File: src/rtl/core/mrltd_pkg.sv
package mrltd_pkg;

   // ascii codes the decoder reacts to
   localparam logic [7:0] CH_ZERO  = 8'h30;
   localparam logic [7:0] CH_ONE   = 8'h31;
   localparam logic [7:0] CH_NINE  = 8'h39;
   localparam logic [7:0] CH_MINUS = 8'h2D;
   localparam logic [7:0] CH_SPACE = 8'h20;
   localparam logic [7:0] CH_NL    = 8'h0A;

   localparam int unsigned BYTE_W  = 8;
   localparam int unsigned COUNT_W = 16;
   // count*10 + 9 fits here for any 16-bit count
   localparam int unsigned PROD_W  = COUNT_W + 4;

   localparam logic [COUNT_W-1:0] COUNT_MAX = '1;

   typedef struct packed {
      logic               in_run;
      logic [BYTE_W-1:0]  marker;
      logic [COUNT_W-1:0] count;
      logic               overflow;
   } run_state_type;

   typedef struct packed {
      logic               valid;
      logic [BYTE_W-1:0]  out_char;
      logic [COUNT_W-1:0] repeat_res;
      logic               count_saturated;
      logic               format_error;
   } result_type;

endpackage

File: src/rtl/core/mrltd_step.sv
module mrltd_step (
   input  logic [mrltd_pkg::BYTE_W-1:0] in_byte,
   input  mrltd_pkg::run_state_type     run_cur,
   output mrltd_pkg::run_state_type     run_next,
   output mrltd_pkg::result_type        res
);

   logic                               is_digit;
   logic [mrltd_pkg::PROD_W-1:0]       count_ext;
   logic [mrltd_pkg::PROD_W-1:0]       count_next;

   assign is_digit  = (in_byte >= mrltd_pkg::CH_ZERO) && (in_byte <= mrltd_pkg::CH_NINE);
   assign count_ext = {{(mrltd_pkg::PROD_W - mrltd_pkg::COUNT_W){1'b0}}, run_cur.count};
   // count*10 as two shifts and an add, then the digit value
   assign count_next = (count_ext << 3) + (count_ext << 1)
                     + {{(mrltd_pkg::PROD_W - 4){1'b0}}, in_byte[3:0] - 4'd0};

   always_comb begin
      run_next = run_cur;
      res      = '0;
      if (!run_cur.in_run) begin
         if (in_byte == mrltd_pkg::CH_ZERO || in_byte == mrltd_pkg::CH_ONE ||
             in_byte == mrltd_pkg::CH_SPACE || in_byte == mrltd_pkg::CH_NL) begin
            res.valid      = 1'b1;
            res.out_char   = in_byte;
            res.repeat_res = mrltd_pkg::COUNT_W'(1);
         end else begin
            run_next.in_run   = 1'b1;
            run_next.marker   = in_byte;
            run_next.count    = '0;
            run_next.overflow = 1'b0;
         end
      end else if (in_byte == run_cur.marker) begin
         // closing marker, wins over the digit meaning
         run_next                = '0;
         res.valid               = (run_cur.count != '0);
         res.out_char            = (run_cur.marker == mrltd_pkg::CH_MINUS) ?
                                   mrltd_pkg::CH_ZERO : mrltd_pkg::CH_ONE;
         res.repeat_res          = run_cur.count;
         res.count_saturated     = run_cur.overflow;
      end else if (is_digit) begin
         if (count_next > {{(mrltd_pkg::PROD_W - mrltd_pkg::COUNT_W){1'b0}},
                           mrltd_pkg::COUNT_MAX}) begin
            run_next.count    = mrltd_pkg::COUNT_MAX;
            run_next.overflow = 1'b1;
         end else begin
            run_next.count = count_next[mrltd_pkg::COUNT_W-1:0];
         end
      end else begin
         run_next         = '0;
         res.valid        = 1'b1;
         res.format_error = 1'b1;
      end
   end

endmodule

File: src/rtl/core/marked_run_length_text_decoder.sv
// each req_ byte is held in the input register, its result in the result register
// throughput: one byte per cycle unless rsp_ stalls; the run state is registered
// a run of bytes that opens or extends a run produces no rsp_ beat
// reset: synchronous, active high; clears the run state and both valid flags
// after reset the block is idle and ready at once, no clearing pass
module marked_run_length_text_decoder (
   input  logic        clock,
   input  logic        reset,

   input  logic        req_tvalid,
   output logic        req_tready,
   input  logic [7:0]  req_tdata,   // [7:0] in_byte

   output logic        rsp_tvalid,
   input  logic        rsp_tready,
   output logic [23:0] rsp_tdata,   // [7:0] out_char, [23:8] repeat_res
   output logic [1:0]  rsp_tuser    // [0] count_saturated, [1] format_error
);

   // input register stage
   logic                            in_valid_ff, in_valid_in;
   logic [mrltd_pkg::BYTE_W-1:0]    in_byte_ff, in_byte_in;

   // run state carried from byte to byte
   mrltd_pkg::run_state_type        run_ff, run_in;

   // result register
   logic                            out_valid_ff, out_valid_in;
   mrltd_pkg::result_type           out_ff, out_in;

   mrltd_pkg::run_state_type        step_next;
   mrltd_pkg::result_type           step_res;

   logic                            advance;

   // decode of the held byte against the current run state
   mrltd_step u_step (
      .in_byte  (in_byte_ff),
      .run_cur  (run_ff),
      .run_next (step_next),
      .res      (step_res)
   );

   // the held byte moves on when the result register is free or draining
   assign advance    = in_valid_ff && (!out_valid_ff || rsp_tready);
   assign req_tready = !in_valid_ff || advance;

   always_comb begin
      in_valid_in = in_valid_ff;
      in_byte_in  = in_byte_ff;
      if (req_tready) begin
         in_valid_in = req_tvalid;
         in_byte_in  = req_tdata;
      end
   end

   always_comb begin
      run_in = run_ff;
      if (advance) begin
         run_in = step_next;
      end
   end

   always_comb begin
      out_valid_in = out_valid_ff;
      out_in       = out_ff;
      if (advance) begin
         // only a result beat replaces the held payload
         out_valid_in = step_res.valid;
         if (step_res.valid) begin
            out_in = step_res;
         end
      end else if (rsp_tready) begin
         out_valid_in = 1'b0;
      end
   end

   always_ff @(posedge clock) begin
      if (reset) begin
         in_valid_ff  <= 1'b0;
         out_valid_ff <= 1'b0;
         run_ff       <= '0;
      end else begin
         in_valid_ff  <= in_valid_in;
         out_valid_ff <= out_valid_in;
         run_ff       <= run_in;
      end
   end

   // payload registers, no reset needed
   always_ff @(posedge clock) begin
      in_byte_ff <= in_byte_in;
      out_ff     <= out_in;
   end

   assign rsp_tvalid = out_valid_ff;
   assign rsp_tdata  = {out_ff.repeat_res, out_ff.out_char};
   assign rsp_tuser  = {out_ff.format_error, out_ff.count_saturated};

   // an error beat carries no character, no count and no saturation flag
   assert property (@(posedge clock) disable iff (reset)
      rsp_tvalid && rsp_tuser[1] |-> (rsp_tdata == '0) && !rsp_tuser[0])
      else $error("error beat with payload");

   // every good beat writes at least one character
   assert property (@(posedge clock) disable iff (reset)
      rsp_tvalid && !rsp_tuser[1] |-> rsp_tdata[23:8] != '0)
      else $error("good beat with zero repeat");

   // a saturated count is always clipped to the top value
   assert property (@(posedge clock) disable iff (reset)
      rsp_tvalid && rsp_tuser[0] |-> rsp_tdata[23:8] == mrltd_pkg::COUNT_MAX)
      else $error("saturated beat not clipped");

   // a run never holds a nonzero count once it is closed
   assert property (@(posedge clock) disable iff (reset)
      !run_ff.in_run |-> (run_ff.count == '0) && !run_ff.overflow)
      else $error("idle state keeps run count");

endmodule

File: config.mk
export PLATFORM = sky130hd
export DESIGN_NAME = marked_run_length_text_decoder
export DESIGN_NICKNAME = d
export VERILOG_FILES = /design/src/rtl/core/mrltd_pkg.sv /design/src/rtl/core/mrltd_step.sv /design/src/rtl/core/marked_run_length_text_decoder.sv
export SDC_FILE = /design/constraint.sdc
export NUM_CORES = 1
export LEC_CHECK = 0
export ABC_AREA = 0
export CORE_MARGIN = 2
export CORE_UTILIZATION = 64
export DETAILED_ROUTE_END_ITERATION = 7
export DONT_BUFFER_PORTS = 1
export GPL_ROUTABILITY_DRIVEN = 0
export PLACE_DENSITY = 0.88
export SKIP_LAST_GASP = 1
export SLEW_MARGIN = 10
export SYNTH_ARGS = -nofsm -noshare
export SYNTH_HDL_FRONTEND = slang
export SYNTH_HIERARCHICAL = 1
export SYNTH_SLANG_ARGS = --single-unit
File: constraint.sdc
create_clock -name clock -period 4.2 [get_ports clock]
set_input_delay 0 -clock clock [delete_from_list [all_inputs] [get_ports clock]]
set_output_delay 0 -clock clock [all_outputs]
set_load 0.01 [all_outputs]
==> summary.md <==
| Metric | Value |
|---|---|
| Chip Width | `83.5 um` |
| Setup repair bufs after CTS | `0` |
| Worst vdd ir | `0.000355 V` |
| Max_cap viols | `0` |
| Most frequent cells in the layout | `56 x nand2b_1, 34 x edfxtp_1, 32 x mux2i_1` |
| Vias | `3085` |
| Aggregate global routing overflow | `0` |
| Initial Util | `67.0%` |
| Kind of critical path | `reg2reg` |
| Register share of total power | `48.4%` |
| Clk slew on worst S/H paths | `0.08 ns` |
| DP Worst Slack | `0.457 ns` |
| Layout cells sized above 1 | `8.21%` |
| Fin crit period | `3.81 ns` |
| Startpoint Class | `flip-flop` |
| Synth Flop Type | `edfxtp_1` |
| # diodes | `0` |
| Setup tns final | `0 ns` |
| Cells after Synth | `387` |
| Final worst-path cycle share | `90.8%` |
| CORE AREA | `6030 sq um` |
| Critical path required time | `4.42 ns` |
| Clock H-tree levels | `3` |
| Initial antenna violation count | `0` |
| Clk Tree Root Cell | `clkbuf_8` |
| Pwr Total | `1.40 mW` |
| CTS max path bufs | `2` |
| Max Slew Vio Count | `0` |
| Final clock skew | `0.0157 ns` |
| Leakage power total | `1.83 nW` |
| Most common cell on crit path | `fa_1` |
| Worst Tran Pin Value | `0.650 ns` |
| Comb pwr share | `5.2%` |
| Post-CTS sizing | `0` |
| Residual DRC | `0` |
| Commonest non-fill, non-tap cell in the layout | `nand2b_1` |
| Post-synthesis cell area | `4040 sq um` |
| Iter 0 DRT Violations | `323` |
| CP max FO | `17` |
| Std cell rows | `28` |
| Vias in the first global route | `2980` |
| Area growth syn-to-layout | `9.72%` |
| First-pass GRT wire length | `14.5 mm` |
| Synth warnings | `6` |
| CTS buffer count | `9` |
| CTS tree | `done` |
| Util after Layout | `73.6%` |
| Post-DRT Antenna Nets | `0` |
| # setup viols final | `0` |
| Clock power share | `46.3%` |
| Detailed placement HPWL | `5.69 mm` |
| WL/cell | `18.8 um` |
| Clock sinks | `62` |
| Nets | `442` |
| Die Height | `83.5 um` |
| Post-synth EDFFs | `34` |
| Wirelength, routed | `8.97 mm` |
| Post-DP Area | `4070 sq um` |
| Cell taking the most area after synthesis | `edfxtp_1` |
| Unrepaired setup endpoints after global routing | `no` |
| DR pass1 iterations | `5` |
| Fin area | `4430 sq um` |
| Final hold vios | `0` |
| CP top delay family | `compound AO/OA/AOI/OAI gates` |
| Buf/Inv on CP | `0` |
| Synth area leaders | `edfxtp_1 25%, dfxtp_1 14%, ha_1 9.6%, nand2b_1 8.7%, mux2i_1 7.9%` |
| Register Area | `1580 sq um` |
| Worst Path Arrival | `4.03 ns` |
| Internal power | `1.09 mW` |
| Top-Level Pins | `40` |
| Top-area cell type share of the netlist area | `25.3%` |
| Asr flop ratio synth | `0%` |
| Max Freq | `0.262 GHz` |
| CTS Hold Bufs | `12` |
| Seq/Total Area, Yosys | `39.1%` |
| Post-synthesis cell type count | `52` |
| Clk Latency, worst-skew pair | `0.36 ns` |
| Syn_area_per_cell | `10.4 sq um` |
| Hold Path Class | `in2reg` |
| Crit-path cells | `fa_1, fa_1, a21oi_1, o211ai_1, a31o_2, o221a_1, mux2_4, o31a_4, a221o_1, nand2b_1, mux2i_1` |
| Die area | `6960 sq um` |
| Crit path max-delay cell type | `fa_1` |
| Switching Share | `22.4%` |
| Port Buf Inserts | `0` |
| Crit end category | `flip-flop` |
| Pwr dens | `315 nW/um^2` |
| Final setup margin | `0.387 ns` |
| Sw power | `0.312 mW` |
| Pin count of the biggest net entering global routing | `55` |
| # fillers | `413` |
| Via-to-Cell Ratio | `6.47` |
| Gr usage total | `26.1%` |
| Number of synthesized register bits | `62` |
| Multi-input logic area | `2340 sq um` |
| Outcome | `finished, final reports clean` |
| Max stage delay on crit path | `0.58 ns` |
| Slew margin rel. | `56.5%` |
[layout make-up]
cell class / count / share of cell area (%)
well taps: 75 / 2.12
clock inverters: 6 / 2.46
repair buffers: 18 / 3.95
clock buffers: 10 / 2.88
flip-flops and latches: 62 / 35.7
multi-input cells: 304 / 52.8
inverters: 2 / 0.169
[routing by layer]
metal / track usage, % / part of all wire (%)
met5: 0 / 0
met4: 12.6 / 2.7
met3: 4.35 / 6.1
met2: 43.5 / 48
met1: 32.9 / 43
[logic make-up (layout without fill, tap and decap cells)]
| family | after synthesis | after routing | synth area share (%) |
|---|---|---|---|
| and+or+nand+nor | 134 | 134 | 19.2 |
| AOI/OAI and AO/OA | 82 | 82 | 15.4 |
| DFF | 62 | 62 | 39.1 |
| adders and majority gates | 33 | 33 | 10.6 |
| muxes | 33 | 33 | 8.30 |
| buffers and inverters | 23 | 36 | 3.22 |
| xor gates and xnor gates | 19 | 19 | 4.12 |
| other | 1 | 3 | 0.0928 |
[through the flow]
stage                     hold slack [ns]  cells
after floorplan                    0.0989    389
after global placement             0.0802    449
after detailed placement           0.0857    449
after CTS                          0.0346    477
after global routing               0.0714    477
final                              0.0355    477
[power by group through the flow]
stage	sequential, mW	clock [mW]	combinational (mW)
floorplan	0.682	0	0.0578
global placement	0.689	0	0.0539
detailed placement	0.689	0	0.0558
CTS	0.676	0.641	0.0711
global route	0.678	0.673	0.0789
finish	0.677	0.648	0.0729
[path summary, 6_finish.rpt]
check / start / end / slack (ns) / depth (start not counted)
setup / recovery: in_byte_ff[3] / run_ff[2] / 0.39 / 11
hold / removal: reset / run_ff[21] / 0.04 / 3
setup reg to reg: in_byte_ff[3] / run_ff[2] / 0.39 / 11
hold reg to reg: run_ff[0] / run_ff[0] / 0.51 / 2
[Yosys cell counts, types with 2 or more instances]
master and count:
a211oi_1 3, a21o_1 8, a21oi_1 16, a21oi_2 2, a221o_1 16, and2_1 18, and3_1 3, buf_2 2
buf_4 3, buf_6 4, clkbuf_1 12, dfxtp_1 28, edfxtp_1 34, fa_1 2, ha_1 31, inv_1 2
mux2i_1 32, nand2_1 17, nand2b_1 56, nand3_1 4, nand4_1 2, nor2_1 14, nor2b_1 3, nor3_1 3
nor4_1 6, nor4bb_1 2, o211ai_1 4, o21a_1 2, o21ai_0 15, o21ai_1 3, or3_1 2, xnor2_1 7
xor2_1 12
[worst reg2reg max path, delay by kind of cell (launching register included)]
kind / cells / cell delay, ns
AND/OR/NAND/NOR: 1 / 0.08
flip-flops: 1 / 0.54
multiplexers: 2 / 0.39
adder cells (fa/ha/maj): 2 / 1.07
AO/OA/AOI/OAI: 6 / 1.59
[state kept, by name, summed over array words and instances, names as in the netlist]
name / flops
run_ff: 26
in_byte_ff: 8
rsp_tuser: 2
in_valid_ff: 1
rsp_tvalid: 1
rsp_tdata: 24
No activity file was read; power rests on OpenSTA's default activity.
